===== config.mk =====
export PLATFORM = sky130hd
export DESIGN_NAME = local_minimum_finder_3x3
export DESIGN_NICKNAME = d
export VERILOG_FILES = /design/src/sv/lmf_pkg.sv /design/src/sv/local_minimum_finder_3x3.sv /design/src/sv/lmf_cell.sv /design/src/sv/lmf_line_buffer.sv /design/src/sv/lmf_result_queue.sv
export SDC_FILE = /design/constraint.sdc
export NUM_CORES = 1
export LEC_CHECK = 0
export BUFFER_PORTS_ARGS = -buffer_cell sky130_fd_sc_hd__buf_4
export CAP_MARGIN = 20
export CORE_ASPECT_RATIO = 1.4
export CORE_MARGIN = 1
export CORE_UTILIZATION = 55
export DETAILED_ROUTE_END_ITERATION = 10
export PLACE_DENSITY = 0.82
export SLEW_MARGIN = 15
export SYNTH_ARGS = -nofsm -noshare
export SYNTH_HDL_FRONTEND = slang
export SYNTH_SLANG_ARGS = --single-unit

===== constraint.sdc =====
create_clock -name clk_i -period 19.7 [get_ports clk_i]
set_clock_uncertainty 0.15 [all_clocks]
set_input_delay 1.97 -clock clk_i [delete_from_list [all_inputs] [get_ports clk_i]]
set_output_delay 1.97 -clock clk_i [all_outputs]
set_load 0.005 [all_outputs]

===== src/sv/lmf_pkg.sv =====
package lmf_pkg;

  // Configuration register: matrix size.
  localparam int CFG_W      = 5;
  localparam int SIZE_RESET = 16;
  localparam int MIN_SIZE   = 2;

  // Fixed widths of the running totals.
  localparam int COUNT_W = 9;
  localparam int SUM_W   = 22;

  // One sample can complete at most four neighborhoods.
  localparam int RES_MAX   = 4;
  localparam int RES_IDX_W = $clog2(RES_MAX);

endpackage


===== src/sv/local_minimum_finder_3x3.sv =====
// Local minimum finder over a square matrix of signed samples streamed in
// raster order. Each element is flagged when it is strictly smaller than all
// of its existing neighbors in the 3x3 neighborhood (border neighbors are
// left out), and every result also carries the running minima count and the
// running sum of absolute values above the main diagonal; frame_last marks
// the final result of a frame, whose totals are complete. One sample is
// taken per clock while in_stall_o is low. A sample that completes one
// neighborhood (or none, on the first row and column) holds the input only
// if the output stalls; one in the last column or row completes two, the
// frame's last sample four, and these hold the input until the single
// output register, draining one result per cycle while out_stall_i is low,
// has taken all but the last. Results pass pending and output registers.
// The line buffers are shift chains of MAX_SIZE cells with no clearing
// pass. Write matrix_size only while idle; a write restarts the frame.
module local_minimum_finder_3x3 import lmf_pkg::*; #(
  parameter int MAX_SIZE     = 16,
  parameter int SAMPLE_WIDTH = 16
) (
  input  logic                              clk_i,
  input  logic                              rst_ni,
  input  logic                              cfg_valid_i,
  output logic                              cfg_ready_o,
  input  logic [CFG_W-1:0]                  cfg_matrix_size_i,
  input  logic                              in_valid_i,
  output logic                              in_stall_o,
  input  logic signed [SAMPLE_WIDTH-1:0]    sample_i,
  output logic                              out_valid_o,
  input  logic                              out_stall_i,
  output logic [$clog2(MAX_SIZE)-1:0]       row_o,
  output logic [$clog2(MAX_SIZE)-1:0]       column_o,
  output logic signed [SAMPLE_WIDTH-1:0]    centre_value_o,
  output logic                              is_minimum_o,
  output logic [COUNT_W-1:0]                minimum_count_o,
  output logic [SUM_W-1:0]                  upper_sum_o,
  output logic                              frame_last_o
);

  localparam int SW    = SAMPLE_WIDTH;
  localparam int POS_W = $clog2(MAX_SIZE);
  localparam int NW    = POS_W + 1;
  localparam int CW    = (NW > CFG_W) ? NW : CFG_W;
  localparam int RW    = 2 * POS_W + SW + 1 + COUNT_W + SUM_W + 1;

  localparam logic [1:0] CR [RES_MAX] = '{2'd1, 2'd1, 2'd2, 2'd2};
  localparam logic [1:0] CC [RES_MAX] = '{2'd1, 2'd2, 2'd1, 2'd2};

  logic [CFG_W-1:0]   size_q;
  logic [POS_W-1:0]   row_q, row_d;
  logic [POS_W-1:0]   col_q, col_d;
  logic [COUNT_W-1:0] minima_q, minima_d;
  logic [SUM_W-1:0]   sum_q, sum_d;
  logic signed [SW-1:0] w1_q [3];
  logic signed [SW-1:0] w2_q [3];

  logic [CW-1:0]    size_ext;
  logic [CW-1:0]    size_clamped;
  logic [NW-1:0]    size_n;
  logic [POS_W-1:0] last_idx;

  logic accept;
  logic cfg_write;
  logic queue_full;
  logic frame_end;
  logic top_ok;
  logic left_ok;

  logic [SW-1:0]          above;
  logic [SW-1:0]          two_above;
  logic signed [SW-1:0]   win [3][3];
  logic [SUM_W+SW-1:0]    sample_ext;
  logic [SUM_W+SW-1:0]    abs_wide;

  logic [1:0]             rlo [RES_MAX];
  logic [1:0]             clo [RES_MAX];
  logic [RES_MAX-1:0]     jvalid;
  logic [RES_MAX-1:0]     jmin;
  logic [POS_W-1:0]       jrow [RES_MAX];
  logic [POS_W-1:0]       jcol [RES_MAX];
  logic [COUNT_W-1:0]     jcnt [RES_MAX];
  logic [RES_MAX-1:0][RW-1:0] res_data;
  logic [RW-1:0]          out_data;

  // Size in use: clamped to the range the hardware supports.
  always_comb begin
    size_ext = CW'(size_q);
    if (size_ext < CW'(MIN_SIZE)) begin
      size_clamped = CW'(MIN_SIZE);
    end else if (size_ext > CW'(MAX_SIZE)) begin
      size_clamped = CW'(MAX_SIZE);
    end else begin
      size_clamped = size_ext;
    end
  end

  assign size_n   = size_clamped[NW-1:0];
  assign last_idx = POS_W'(size_n - NW'(1));

  assign cfg_ready_o = 1'b1;
  assign cfg_write   = cfg_valid_i && cfg_ready_o;
  assign in_stall_o  = queue_full;
  assign accept      = in_valid_i && !in_stall_o;

  lmf_line_buffer #(
    .MAX_SIZE    (MAX_SIZE),
    .SAMPLE_WIDTH(SW)
  ) u_line_buffer (
    .clk_i      (clk_i),
    .shift_i    (accept),
    .size_i     (size_n),
    .sample_i   (sample_i),
    .above_o    (above),
    .two_above_o(two_above)
  );

  // Window as seen after this sample: two held columns plus the new one.
  always_comb begin
    for (int r = 0; r < 3; r++) begin
      win[r][0] = w1_q[r];
      win[r][1] = w2_q[r];
    end
    win[0][2] = $signed(two_above);
    win[1][2] = $signed(above);
    win[2][2] = sample_i;
  end

  always_ff @(posedge clk_i) begin
    if (accept) begin
      for (int r = 0; r < 3; r++) begin
        w1_q[r] <= w2_q[r];
        w2_q[r] <= win[r][2];
      end
    end
  end

  assign frame_end = (row_q == last_idx) && (col_q == last_idx);
  assign top_ok    = row_q > POS_W'(1);
  assign left_ok   = col_q > POS_W'(1);

  // The four neighborhoods this sample may complete, in raster order:
  // up-left, up, left, and the sample itself at the end of a frame.
  always_comb begin
    jvalid[0] = (row_q != '0) && (col_q != '0);
    jvalid[1] = (row_q != '0) && (col_q == last_idx);
    jvalid[2] = (row_q == last_idx) && (col_q != '0);
    jvalid[3] = frame_end;
    rlo[0] = top_ok ? 2'd0 : 2'd1;
    rlo[1] = top_ok ? 2'd0 : 2'd1;
    rlo[2] = 2'd1;
    rlo[3] = 2'd1;
    clo[0] = left_ok ? 2'd0 : 2'd1;
    clo[1] = 2'd1;
    clo[2] = left_ok ? 2'd0 : 2'd1;
    clo[3] = 2'd1;
    jrow[0] = row_q - POS_W'(1);
    jrow[1] = row_q - POS_W'(1);
    jrow[2] = row_q;
    jrow[3] = row_q;
    jcol[0] = col_q - POS_W'(1);
    jcol[1] = col_q;
    jcol[2] = col_q - POS_W'(1);
    jcol[3] = col_q;
  end

  always_comb begin
    for (int k = 0; k < RES_MAX; k++) begin
      jmin[k] = 1'b1;
      for (int a = 0; a < 3; a++) begin
        for (int b = 0; b < 3; b++) begin
          if ((2'(a) >= rlo[k]) && (2'(b) >= clo[k]) &&
              !((2'(a) == CR[k]) && (2'(b) == CC[k]))) begin
            if (!(win[CR[k]][CC[k]] < win[a][b])) begin
              jmin[k] = 1'b0;
            end
          end
        end
      end
    end
  end

  // Running count as each result would see it.
  always_comb begin
    minima_d = minima_q;
    for (int k = 0; k < RES_MAX; k++) begin
      if (jvalid[k] && jmin[k]) begin
        minima_d = minima_d + COUNT_W'(1);
      end
      jcnt[k] = minima_d;
    end
  end

  assign sample_ext = {{SUM_W{sample_i[SW-1]}}, sample_i};
  assign abs_wide   = sample_i[SW-1] ? (~sample_ext + (SUM_W+SW)'(1)) : sample_ext;
  assign sum_d      = (row_q < col_q) ? (sum_q + abs_wide[SUM_W-1:0]) : sum_q;

  always_comb begin
    for (int k = 0; k < RES_MAX; k++) begin
      res_data[k] = {jrow[k], jcol[k], win[CR[k]][CC[k]], jmin[k], jcnt[k], sum_d,
                     (k == RES_MAX - 1)};
    end
  end

  always_comb begin
    row_d = row_q;
    col_d = col_q;
    if (frame_end) begin
      row_d = '0;
      col_d = '0;
    end else if (col_q == last_idx) begin
      row_d = row_q + POS_W'(1);
      col_d = '0;
    end else begin
      col_d = col_q + POS_W'(1);
    end
  end

  always_ff @(posedge clk_i or negedge rst_ni) begin
    if (!rst_ni) begin
      size_q   <= CFG_W'(SIZE_RESET);
      row_q    <= '0;
      col_q    <= '0;
      minima_q <= '0;
      sum_q    <= '0;
    end else if (cfg_write) begin
      size_q   <= cfg_matrix_size_i;
      row_q    <= '0;
      col_q    <= '0;
      minima_q <= '0;
      sum_q    <= '0;
    end else if (accept) begin
      row_q    <= row_d;
      col_q    <= col_d;
      minima_q <= frame_end ? '0 : minima_d;
      sum_q    <= frame_end ? '0 : sum_d;
    end
  end

  lmf_result_queue #(
    .RW(RW)
  ) u_result_queue (
    .clk_i      (clk_i),
    .rst_ni     (rst_ni),
    .load_i     (accept),
    .mask_i     (jvalid),
    .data_i     (res_data),
    .full_o     (queue_full),
    .out_valid_o(out_valid_o),
    .out_stall_i(out_stall_i),
    .out_data_o (out_data)
  );

  assign {row_o, column_o, centre_value_o, is_minimum_o, minimum_count_o, upper_sum_o,
          frame_last_o} = out_data;

`ifndef SYNTHESIS
  a_position_in_frame: assert property (@(posedge clk_i) disable iff (!rst_ni)
    (row_q <= last_idx) && (col_q <= last_idx))
    else $error("raster position outside the matrix");

  a_cfg_restarts_frame: assert property (@(posedge clk_i) disable iff (!rst_ni)
    cfg_write |=> (row_q == '0) && (col_q == '0) && (minima_q == '0) && (sum_q == '0))
    else $error("configuration write did not restart the frame");

  a_frame_end_restarts: assert property (@(posedge clk_i) disable iff (!rst_ni)
    (accept && frame_end && !cfg_write) |=>
      (row_q == '0) && (col_q == '0) && (minima_q == '0) && (sum_q == '0))
    else $error("frame totals not cleared after the last sample");
`endif

endmodule


===== src/sv/lmf_cell.sv =====
module lmf_cell #(
  parameter int SAMPLE_WIDTH = 16
) (
  input  logic                    clk_i,
  input  logic                    shift_i,
  input  logic                    entry_i,
  input  logic [SAMPLE_WIDTH-1:0] prev_a_i,
  input  logic [SAMPLE_WIDTH-1:0] prev_b_i,
  input  logic [SAMPLE_WIDTH-1:0] new_a_i,
  input  logic [SAMPLE_WIDTH-1:0] new_b_i,
  output logic [SAMPLE_WIDTH-1:0] a_o,
  output logic [SAMPLE_WIDTH-1:0] b_o
);

  logic [SAMPLE_WIDTH-1:0] a_q;
  logic [SAMPLE_WIDTH-1:0] b_q;

  // The entry cell starts a new line; every other cell takes its neighbor.
  always_ff @(posedge clk_i) begin
    if (shift_i) begin
      a_q <= entry_i ? new_a_i : prev_a_i;
      b_q <= entry_i ? new_b_i : prev_b_i;
    end
  end

  assign a_o = a_q;
  assign b_o = b_q;

endmodule


===== src/sv/lmf_line_buffer.sv =====
module lmf_line_buffer #(
  parameter int MAX_SIZE     = 16,
  parameter int SAMPLE_WIDTH = 16
) (
  input  logic                          clk_i,
  input  logic                          shift_i,
  input  logic [$clog2(MAX_SIZE):0]     size_i,
  input  logic [SAMPLE_WIDTH-1:0]       sample_i,
  output logic [SAMPLE_WIDTH-1:0]       above_o,
  output logic [SAMPLE_WIDTH-1:0]       two_above_o
);

  localparam int NW = $clog2(MAX_SIZE) + 1;

  logic [NW-1:0]           entry_idx;
  logic [SAMPLE_WIDTH-1:0] a_w [MAX_SIZE];
  logic [SAMPLE_WIDTH-1:0] b_w [MAX_SIZE];

  // Samples enter the chain so that they reach the tail after exactly
  // size_i shifts; the second line is fed from the tail of the first.
  assign entry_idx = NW'(MAX_SIZE) - size_i;

  for (genvar k = 0; k < MAX_SIZE; k++) begin : g_cell
    logic [SAMPLE_WIDTH-1:0] prev_a;
    logic [SAMPLE_WIDTH-1:0] prev_b;

    if (k == 0) begin : g_head
      assign prev_a = sample_i;
      assign prev_b = a_w[MAX_SIZE-1];
    end else begin : g_body
      assign prev_a = a_w[k-1];
      assign prev_b = b_w[k-1];
    end

    lmf_cell #(
      .SAMPLE_WIDTH(SAMPLE_WIDTH)
    ) u_cell (
      .clk_i   (clk_i),
      .shift_i (shift_i),
      .entry_i (entry_idx == NW'(k)),
      .prev_a_i(prev_a),
      .prev_b_i(prev_b),
      .new_a_i (sample_i),
      .new_b_i (a_w[MAX_SIZE-1]),
      .a_o     (a_w[k]),
      .b_o     (b_w[k])
    );
  end

  assign above_o     = a_w[MAX_SIZE-1];
  assign two_above_o = b_w[MAX_SIZE-1];

endmodule


===== src/sv/lmf_result_queue.sv =====
module lmf_result_queue import lmf_pkg::*; #(
  parameter int RW = 8
) (
  input  logic                           clk_i,
  input  logic                           rst_ni,
  input  logic                           load_i,
  input  logic [RES_MAX-1:0]             mask_i,
  input  logic [RES_MAX-1:0][RW-1:0]     data_i,
  output logic                           full_o,
  output logic                           out_valid_o,
  input  logic                           out_stall_i,
  output logic [RW-1:0]                  out_data_o
);

  logic [RES_MAX-1:0]         pend_mask_q;
  logic [RES_MAX-1:0][RW-1:0] pend_data_q;
  logic                       out_valid_q;
  logic [RW-1:0]              out_data_q;

  logic                 take;
  logic                 move;
  logic [RES_IDX_W-1:0] pick;
  logic [RES_MAX-1:0]   pend_after;

  // Lowest pending result goes first, which keeps raster order.
  always_comb begin
    pick = '0;
    for (int k = RES_MAX - 1; k >= 0; k--) begin
      if (pend_mask_q[k]) begin
        pick = RES_IDX_W'(k);
      end
    end
  end

  assign take       = !out_valid_q || !out_stall_i;
  assign move       = take && (|pend_mask_q);
  assign pend_after = move ? (pend_mask_q & ~(RES_MAX'(1) << pick)) : pend_mask_q;
  assign full_o     = |pend_after;

  always_ff @(posedge clk_i or negedge rst_ni) begin
    if (!rst_ni) begin
      pend_mask_q <= '0;
      out_valid_q <= 1'b0;
    end else begin
      pend_mask_q <= load_i ? mask_i : pend_after;
      if (take) begin
        out_valid_q <= move;
      end
    end
  end

  always_ff @(posedge clk_i) begin
    if (load_i) begin
      pend_data_q <= data_i;
    end
    if (move) begin
      out_data_q <= pend_data_q[pick];
    end
  end

  assign out_valid_o = out_valid_q;
  assign out_data_o  = out_data_q;

`ifndef SYNTHESIS
  a_pending_blocks_load: assert property (@(posedge clk_i) disable iff (!rst_ni)
    ((|pend_mask_q) && !move) |-> full_o)
    else $error("request taken while earlier results are still pending");

  a_pending_reaches_output: assert property (@(posedge clk_i) disable iff (!rst_ni)
    ((|pend_mask_q) && !out_valid_q) |=> out_valid_q)
    else $error("pending result did not move to the output register");

  a_move_shows_result: assert property (@(posedge clk_i) disable iff (!rst_ni)
    move |=> out_valid_q)
    else $error("moved result is not presented");
`endif

endmodule

# After elaboration in Yosys (flattened, before gate mapping)
# Memories as Yosys holds them, arrays and structs flattened.
# Cells that the tools add are included.
# op_classes
n_lt_le_gt_ge	33
addsub	12
shift	1
bitwise	3
n_eq_ne	17
mux	103
reduce_logical	29
# op_table
operator	count
$mux 16	30
$lt 16x16->1	21
$bmux 57 s2	1
$mux 22	5
$mux 9	7
$mux 57	1
$mux 1	43
$eq 5x4->1 const B	8
$mux 4	10
$add 9x1->9 const B	4
$add 22x1->22 const B	1
$add 22x22->22	1
$not 22->22	1
$eq 5x3->1 const B	4
$logic_and 1x1->1	18
$sub 4x1->4 const B	3
$eq 5x2->1 const B	2
$mux 5	2
$add 4x1->4 const B	2
$eq 4x4->1	2
$gt 4x1->1 const B	2
$mux 2	4
$reduce_bool 4->1	2
$reduce_or 4->1	2
other kinds (16)	22
# word_totals
word_cells	244
out_inout_bits	60
ramBits	96
mem_count	2
register_bits	842
# mem_list
name	depth	word_bits	rd	rd_ports_with_merged_regs	write_ports	line	rtl
w1_q	3	16	3	0	3	local_minimum_finder_3x3.sv:52	logic signed [SW-1:0] w1_q [3];
w2_q	3	16	3	0	3	local_minimum_finder_3x3.sv:53	logic signed [SW-1:0] w2_q [3];

# Logic depth before layout (Yosys ltp)
# Gate-level depths: netlist (run 1).
# logic_depth
word_depth	30
depth_mapped	22

# Modules after synthesis
# A second synthesis (run 1) with hierarchy kept.
# unflattened
hier_cells	3078
area_unflattened_um2	47987.3
# by_module_without_submodules
mod	area_per_inst_um2	seq_area_each_um2	instances	cells_per_inst
lmf_cell	1505.2	960.9	16	68
local_minimum_finder_3x3	13172.6	3985.1	1	1386
lmf_result_queue	10610.2	8683.3	1	580
lmf_line_buffer	121.4	0.0	1	24

# Least setup slack after synthesis (run 1)
# OpenSTA, ideal clock, no wires.
# synth_timing
path_kind	input to register
startpoint	in out_stall_i
endpoint	reg row_q[0]
t_required_ns	19.407
setup_ns	0.143
path_stages	9
path_buffers	1
setup_slack_ns	0.853
arrival_ns	18.555
cell_sequence	and2_0 > maj3_1 > o21a_1 > o22a_1 > nand2b_1 > clkbuf_1 > inv_1 > a31oi_1 > mux2_2
# synth_via
elab_chain_cells	9
# synth_lines
element	line	rtl
start: declaration	local_minimum_finder_3x3.sv:28	input logic out_stall_i,
$logic_not 1->1	lmf_result_queue.sv:35	assign take = !out_valid_q || !out_stall_i;
$logic_or 1x1->1	lmf_result_queue.sv:35	
$logic_and 1x1->1	lmf_result_queue.sv:36	assign move = take && (|pend_mask_q);
$mux 4	lmf_result_queue.sv:37	assign pend_after = move ? (pend_mask_q & ~(RES_MAX'(1) << pick)) : pend_mask_q;
$reduce_or 4->1	lmf_result_queue.sv:38	assign full_o = |pend_after;
named net in_stall_o	local_minimum_finder_3x3.sv:25	output logic in_stall_o,
$logic_not 1->1	local_minimum_finder_3x3.sv:101	assign accept = in_valid_i && !in_stall_o;
$logic_and 1x1->1	local_minimum_finder_3x3.sv:101	
named net accept	local_minimum_finder_3x3.sv:60	logic accept;
$reduce_bool 2->1 (no line)	-	
$reduce_and 2->1 (no line)	-	
end signal: assignment	local_minimum_finder_3x3.sv:230	row_q <= row_d;
end: declaration	local_minimum_finder_3x3.sv:48	logic [POS_W-1:0] row_q, row_d;
# The timed path passes the listed nets, and every way through them passes these cells.
# A chain may end at the register's enable or synchronous reset.

==> reports/qor.csv, run 1 <==
metric,value,unit
grt ovf,0,
Cells after DPL,3930,
Die Area,0.07047,sq mm
total power,3.886,mW
dominant cells by area after synthesis,"edfxtp_1 56%, ha_1 8.9%, mux2_2 8.0%",
status,"finished, final reports clean",
final worst path period need,7174,ps
R2R Path End,u_result_queue.pend_data_q[202],
RSZ-0062 raised after global routing,no,
Die Ht,313.7,microns
Critical Path RT,19940,ps
Final setup viols,0,
wire per inst,22.09,microns
WP data arrival,7410,ps
DR DRC count,0,
post-route cell area,0.04212,sq mm
Setup crit end kind,register,
most frequent cells in the layout,"711 x edfxtp_1, 408 x nand2_1, 319 x o21ai_0, 272 x mux2_2, 272 x ha_1",
vias in the first global route,24365,
Port-buffer cells,84,
Int Power,2.950,mW
gr usage total,25.73,%
Nets,3383,
Post-synth EDFFs,711,
placed instance area,0.03960,sq mm
TritonCTS clock tree,built,
Worst-Margin Slew,1107,ps
switching share of power,24.09,%
Post-CTS Hold Buffers,0,
fin crit share,36.42,%
DP HPWL,58000,microns
via count,24598,
post_cts resized,0,
Startpoint Class,input pin,
total CTS buffers,72,
"most common cell after layout, fill and taps aside",edfxtp_1,
worst slack at placement,11980,ps
hold crit path type,register to register,
CP max FO,12,
synth unique cells,102,
final max-slew violation count,0,
Crit Path Class,input pin to register,
Core Rows,113,
max_slew headroom,26.18,%
worst-skew pair later-pin latency,640,ps
Worst path max stage delay,560,ps
worst reg-to-reg path cell count,18,
Root Buffer,clkbuf_16,
Core Box Area,0.06829,sq mm
Syn Inst Count,3054,
Lkg Pwr,16.62,nW
antenna violations before repair,1,
Initial DRC Count,2392,
flip-flop and latch area,0.02258,sq mm
worst hold slack,263.0,ps
post-CTS setup buffers,0,
Via-to-Cell Ratio,6.056,
Async SR Flop Fraction,6.447,%
Final Hold Fails,0,
Final GP Congestion,0.9227,
Final Non-Filler Cells,4062,
FF-to-FF setup slack,12960,ps
cell area power density,92.26,mW/mm^2
setup total negative slack,0,ps
DRT antenna net count,0,
area taken by multi-input logic gates,0.01440,sq mm
final WL,89730,microns
worst r2r src,u_line_buffer.g_cell[0].u_cell.b_o[9],
CTS H-tree lvls,3,
Hold Crit Start,u_result_queue.pend_data_q[11],
combinational power share,10.6,%
first-pass GRT wire length,138200,microns
DR pass1 iterations,5,
Psw,0.9360,mW
hold depth,0,
Max Freq,0.1394,GHz
"slowest stage cell, crit path",or4b_4,
io pins,86,
VDD IR max,0.06568,mV
Yosys warning total,0,
Seq pwr share,50.9,%
Final WS setup,12530,ps
fill cell total of the finished layout,5053,
Netlist Area Pre-Place,0.03817,sq mm
Hold Path End,u_result_queue.out_data_o[11],
"CTS clk-pin slew, worst paths",60,ps
Finished Core Util,61.68,%
Post-synth top flop,edfxtp_1,
Initial Util,55.90,%
crit-path cells,buf_4 > clkinv_1 > ha_1 > nand4_1 > nor2_1 > a32oi_1 > nand2_1 > or4b_4 > nor3_1 > and3_1 > xor2_1 > ha_1 > nand2_1 > or4_4 > or3b_1 > and3_4 > nor4_1 > xnor2_1 > o2111a_1 > xor2_1,
"area leader, netlist",edfxtp_1,
sequential element share of the synthesized area,59.15,%
max_cap viols,0,
#FFs+latches synth,760,
share of the synthesized area in the top cell type,55.93,%
clk sinks,760,
Area Overhead vs Synth,10.34,%
largest net degree at the start of global routing,179,
Syn Area/Cell,12.50,sq um
clock buffer depth,3,
Clock power frac,38.5,%
layout cells sized above 1,17.77,%
Chip Width,224.6,microns
## Yosys cell counts (4+ instances only)
library cell	instances
edfxtp_1	711
nand2_1	415
o21ai_0	319
ha_1	272
mux2_2	272
inv_1	163
clkbuf_1	119
nor2_1	79
a21oi_1	69
dfrtp_1	48
xnor2_1	46
a31oi_1	41
nand3_1	36
nand4_1	33
a211oi_1	31
nor3_1	28
buf_1	27
a22o_1	26
a21o_1	24
nand2b_1	23
and2_1	20
xor2_1	20
and3_1	14
nor2b_1	11
or3_1	11
o211ai_1	10
a2111oi_0	9
and2_0	9
nor4_1	9
o21a_1	9
clkinv_1	8
o31ai_1	7
and4_1	6
a21boi_0	5
a211o_1	4
a221oi_1	4
and2_2	4
nand4b_1	4
nor3b_1	4
or2_2	4
## final cells by class
class	count	share of cell area, %
flip-flops and latches	760	53.61
diodes	1	0.005941
clock inverters	45	1.375
inverters	172	1.551
clock buffers	86	4.602
well taps	920	2.733
multi-input cells	1973	34.20
repair buffers	105	1.931
## state kept, by name, indices dropped and copies added (netlist names)
signal,count
u_result_queue.pend_mask_q,4
w2_q,16
row_q,4
u_result_queue.pend_data_q,112
size_ext,5
col_q,4
u_result_queue.out_valid_o,1
u_result_queue.out_data_o,57
sum_q,22
minima_q,9
u_line_buffer.g_cell.u_cell.b_o,255
u_line_buffer.g_cell.u_cell.a_o,255
w1_q,16
## worst max-delay path: cells and delay by family
kind	cells	cell delay [ps]
adders and majority gates	2	610
xor gates and xnor gates	3	670
and+or+nand+nor	11	3030
buffers and inverters	2	500
AOI/OAI and AO/OA	2	610
## per-layer routing
metal | track usage (%) | wire length [microns] | vias to the layer above
met5 | 0 | 0 | -
met3 | 3.159 | 5042 | 207
met2 | 45.06 | 45990 | 843
met1 | 31.24 | 34440 | 12195
met4 | 13.06 | 4251 | 0
li1 | - | - | 11353
## worst max path at each step
stage	startpoint	to	slack, ps
2_1_floorplan	out_stall_i	row_q[0]	850
3_3_place_gp	sample_i[0]	u_result_queue.pend_data_q[202]	12120
3_5_place_dp	sample_i[0]	u_result_queue.pend_data_q[202]	11980
4_1_cts	sample_i[0]	u_result_queue.pend_data_q[202]	12650
5_1_grt	sample_i[0]	u_result_queue.pend_data_q[201]	12330
6_report	sample_i[0]	u_result_queue.pend_data_q[202]	12530
## power groups by stage
stage / Clock [mW] / Sequential (mW) / Combinational, mW
after floorplan: 0 / 2.01 / 0.299
after global placement: 0 / 2.00 / 0.392
after detailed placement: 0 / 2.01 / 0.407
after CTS: 1.51 / 1.97 / 0.413
after global routing: 1.56 / 1.98 / 0.460
final: 1.50 / 1.98 / 0.413
## kinds of logic (layout without fill, tap and decap cells)
kind of cell               after synthesis  in the layout  synth area share [%]
AOI/OAI and AO/OA                      612            612                 9.834
xor gates and xnor gates                69             69                 1.659
adders and majority gates              274            274                 8.995
buffers and inverters                  325            408                 3.294
DFF                                    760            760                 59.15
muxes                                  275            275                 8.103
other                                    2              7               0.01967
and+or+nand+nor                        737            737                 8.945
No activity file was read; power rests on OpenSTA's default activity.
==> run 2: changes to the inputs <==
--- a/config.mk
+++ b/config.mk
@@ -5,13 +5,14 @@
 export SDC_FILE = /design/constraint.sdc
 export NUM_CORES = 1
 export LEC_CHECK = 0
+export ABC_AREA = 1
 export BUFFER_PORTS_ARGS = -buffer_cell sky130_fd_sc_hd__buf_4
 export CAP_MARGIN = 20
 export CORE_ASPECT_RATIO = 1.4
 export CORE_MARGIN = 1
 export CORE_UTILIZATION = 55
 export DETAILED_ROUTE_END_ITERATION = 10
-export PLACE_DENSITY = 0.82
+export PLACE_DENSITY = 0.85
 export SLEW_MARGIN = 15
 export SYNTH_ARGS = -nofsm -noshare
 export SYNTH_HDL_FRONTEND = slang
==> constraint.sdc (replaced) <==
create_clock -name clk_i -period 6.1 [get_ports clk_i]
set_clock_uncertainty 0.15 [all_clocks]
set_input_delay 0.61 -clock clk_i [delete_from_list [all_inputs] [get_ports clk_i]]
set_output_delay 0.61 -clock clk_i [all_outputs]
set_load 0.005 [all_outputs]
==> run 2 against run 1 <==
Power increased to 4.5 times the previous value. Non-clock buffer count increased by 43. Combinational power increased to 12 times the previous value. Clock-buffer cell count increased by 4. Final cell count increased by 14%. Synthesized cell count increased by 20%. Flip-flop and latch count unchanged. Clock power increased to 2.9 times the previous value. Global-route usage increased by 0.70 points. Critical endpoint unchanged.
==> reports/qor.csv, run 2 <==
metric,value,unit,change
status,"finished, final reports clean",,unchanged
Die Area,0.06969,sq mm,was 0.07047 sq mm
Startpoint Class,register,,was input pin
#FFs+latches synth,760,,unchanged
Netlist Area Pre-Place,0.03774,sq mm,was 0.03817 sq mm
clk sinks,760,,unchanged
max_slew headroom,32.93,%,was 26.18%
cell area power density,423.6,mW/mm^2,was 92.26 mW/mm^2
final worst path period need,5460,ps,
Core Rows,113,,unchanged
DRT antenna net count,0,,unchanged
hold depth,3,,was 0
Area Overhead vs Synth,10.50,%,was 10.34%
largest net degree at the start of global routing,105,,was 179
Final WS setup,640.0,ps,was 12530 ps
"slowest stage cell, crit path",edfxtp_1,,was or4b_4
most frequent cell after synthesis,nand2_1,,was edfxtp_1
post-CTS setup buffers,0,,unchanged
Async SR Flop Fraction,6.447,%,unchanged
Die Ht,312.0,microns,was 313.7 microns
final max-slew violation count,0,,unchanged
Post-synth EDFFs,711,,unchanged
WP data arrival,5710,ps,was 7410 ps
max layer used,met5,,was met4
io pins,86,,unchanged
Core Box Area,0.06787,sq mm,was 0.06829 sq mm
dominant cells by area after synthesis,"edfxtp_1 57%, ha_1 9.0%, nand2_1 8.9%",,"was edfxtp_1 56%, ha_1 8.9%, mux2_2 8.0%"
Yosys warning total,0,,unchanged
max_cap viols,0,,unchanged
gr usage total,26.43,%,was 25.73%
Chip Width,223.4,microns,was 224.6 microns
Lkg Pwr,17.82,nW,was 16.62 nW
Syn Area/Cell,10.31,sq um,was 12.50 sq um
Final setup viols,0,,unchanged
Setup crit end kind,register,,unchanged
Crit Path Class,register to register,,was input pin to register
Initial DRC Count,3198,,was 2392
Root Buffer,clkbuf_16,,unchanged
CP Depth,32,,was 20
via count,27348,,was 24598
Worst path max stage delay,550,ps,was 560 ps
wire per inst,19.59,microns,was 22.09 microns
Initial Util,55.62,%,was 55.90%
first-pass GRT wire length,144200,microns,was 138200 microns
placed instance area,0.03943,sq mm,was 0.03960 sq mm
Finished Core Util,61.45,%,was 61.68%
grt ovf,0,,unchanged
Worst-Margin Slew,1005,ps,was 1107 ps
antenna violations before repair,5,,was 1
Post-CTS Hold Buffers,1,,was 0
"most common cell after layout, fill and taps aside",nand2_1,,was edfxtp_1
DR pass1 iterations,6,,was 5
"area leader, netlist",edfxtp_1,,unchanged
WP buf/inv,5,,was 2
Post-synth top flop,edfxtp_1,,unchanged
layout cells sized above 1,8.789,%,was 17.77%
sequential element share of the synthesized area,59.82,%,was 59.15%
RSZ-0062 raised after global routing,no,,unchanged
worst-skew pair later-pin latency,650,ps,was 640 ps
worst hold slack,44.01,ps,was 263.0 ps
most frequent cells in the layout,"879 x nand2_1, 711 x edfxtp_1, 641 x o21ai_0, 293 x inv_1, 272 x ha_1",,"was 711 x edfxtp_1, 408 x nand2_1, 319 x o21ai_0, 272 x mux2_2, 272 x ha_1"
Critical Path RT,6350,ps,was 19940 ps
worst slack at placement,590.0,ps,was 11980 ps
worst reg-to-reg path cell count,32,,was 18
Max Freq,0.1832,GHz,
synth unique cells,52,,was 102
cell repeated most along the worst path,nand2_1,,
Final GP Congestion,0.9405,,was 0.9227
Nets,4010,,was 3383
post_cts resized,0,,unchanged
final WL,90740,microns,was 89730 microns
CTS H-tree lvls,3,,unchanged
Top Family by Delay on Critical Path,simple AND/OR/NAND/NOR gates,,unchanged
"top cells by count, synth","895 x nand2_1, 711 x edfxtp_1, 641 x o21ai_0, 295 x inv_1, 272 x ha_1",,"was 711 x edfxtp_1, 415 x nand2_1, 319 x o21ai_0, 272 x ha_1, 272 x mux2_2"
metal2 WL,45750,microns,was 45990 microns
M1 WL,34110,microns,was 34440 microns
TritonCTS clock tree,built,,unchanged
Port-buffer cells,84,,unchanged
DR WL met3,6488,microns,was 5042 microns
vias in the first global route,27146,,was 24365
"CTS clk-pin slew, worst paths",70,ps,was 60 ps
share of the synthesized area in the top cell type,56.57,%,was 55.93%
DP HPWL,60030,microns,was 58000 microns
fin crit share,89.51,%,
VDD IR max,0.2381,mV,was 0.06568 mV
Via-to-Cell Ratio,5.904,,was 6.056
DR DRC count,0,,unchanged
clock buffer depth,3,,unchanged
Syn Inst Count,3662,,was 3054
Final Hold Fails,0,,unchanged
post-route cell area,0.04171,sq mm,was 0.04212 sq mm
CP max FO,9,,was 12
total CTS buffers,70,,was 72
hold crit path type,input pin to register,,was register to register
==> run 2: cell types whose count changed after synthesis, moves of 39 or more <==
| cell | before | now |
|---|---|---|
| o21ai_0 | 319 | 641 |
| inv_1 | 163 | 295 |
| nand2_1 | 415 | 895 |
| a21oi_1 | 69 | 145 |
| mux2_2 | 272 | 0 |
| clkbuf_1 | 119 | 173 |
| nand3_1 | 36 | 75 |
| nor2_1 | 79 | 154 |
==> run 2: cell families (layout without fill, tap and decap cells) <==
family          Yosys count  after routing  synth area share, %
xor+xnor                 37             37               0.8586
buf+inv                 491            591                4.896
mux                       2              2              0.05304
other cells               2             10              0.01990
flops                   760            760                59.82
simple gates           1229           1229                13.35
compound gates          868            868                11.93
fa+ha+maj               273            273                9.070
==> run 2: area by class of cell <==
type	instances	area, sq um
well taps	862	1079
multi-input cells	2415	13420
clock buffers	90	1879
diodes	4	10.01
repair buffers	148	1214
flip-flops and latches	760	22580
fillers	5164	26160
inverters	316	1194
clock inverters	37	334.1
==> run 2: worst min-delay path, delay by kind of cell <==
kind	cells	cell delay, ps
buf+inv	1	90
compound gates	1	60
simple gates	1	40
==> run 2: worst paths after layout <==
path | slack (ps) | to | start
worst min-delay path | 40 | size_ext[0] | cfg_matrix_size_i[0]
worst max register to register | 640 | u_result_queue.pend_data_q[202] | u_result_queue.pend_data_q[105]
max in group asynchronous | 4890 | sum_q[14] | rst_ni
min in group asynchronous | 420 | col_q[0] | rst_ni
worst min register to register | 240 | u_result_queue.out_data_o[12] | u_result_queue.pend_data_q[12]
worst max-delay path | 640 | u_result_queue.pend_data_q[202] | u_result_queue.pend_data_q[105]
==> run 2: routing by layer <==
metal | global-route usage, % | vias to the layer above
li1 | - | 12801
met5 | 0 | -
met2 | 45.79 | 1196
met3 | 3.742 | 268
met1 | 32.09 | 13079
met4 | 13.68 | 4
==> run 2: per-stage QoR <==
step,TNS [ps],std cells,total power [mW]
2_1_floorplan,-3744000,3666,11.99
3_3_place_gp,0,4498,13.03
3_5_place_dp,0,4498,13.33
4_1_cts,0,4626,17.69
5_1_grt,0,4631,18.67
6_report,0,4632,17.67
==> run 2: power breakdown <==
part | internal [mW] | total [mW] | switching (mW)
registers | 7.82 | 8.46 | 0.648
logic | 1.64 | 4.88 | 3.23
clock network | 2.41 | 4.33 | 1.92
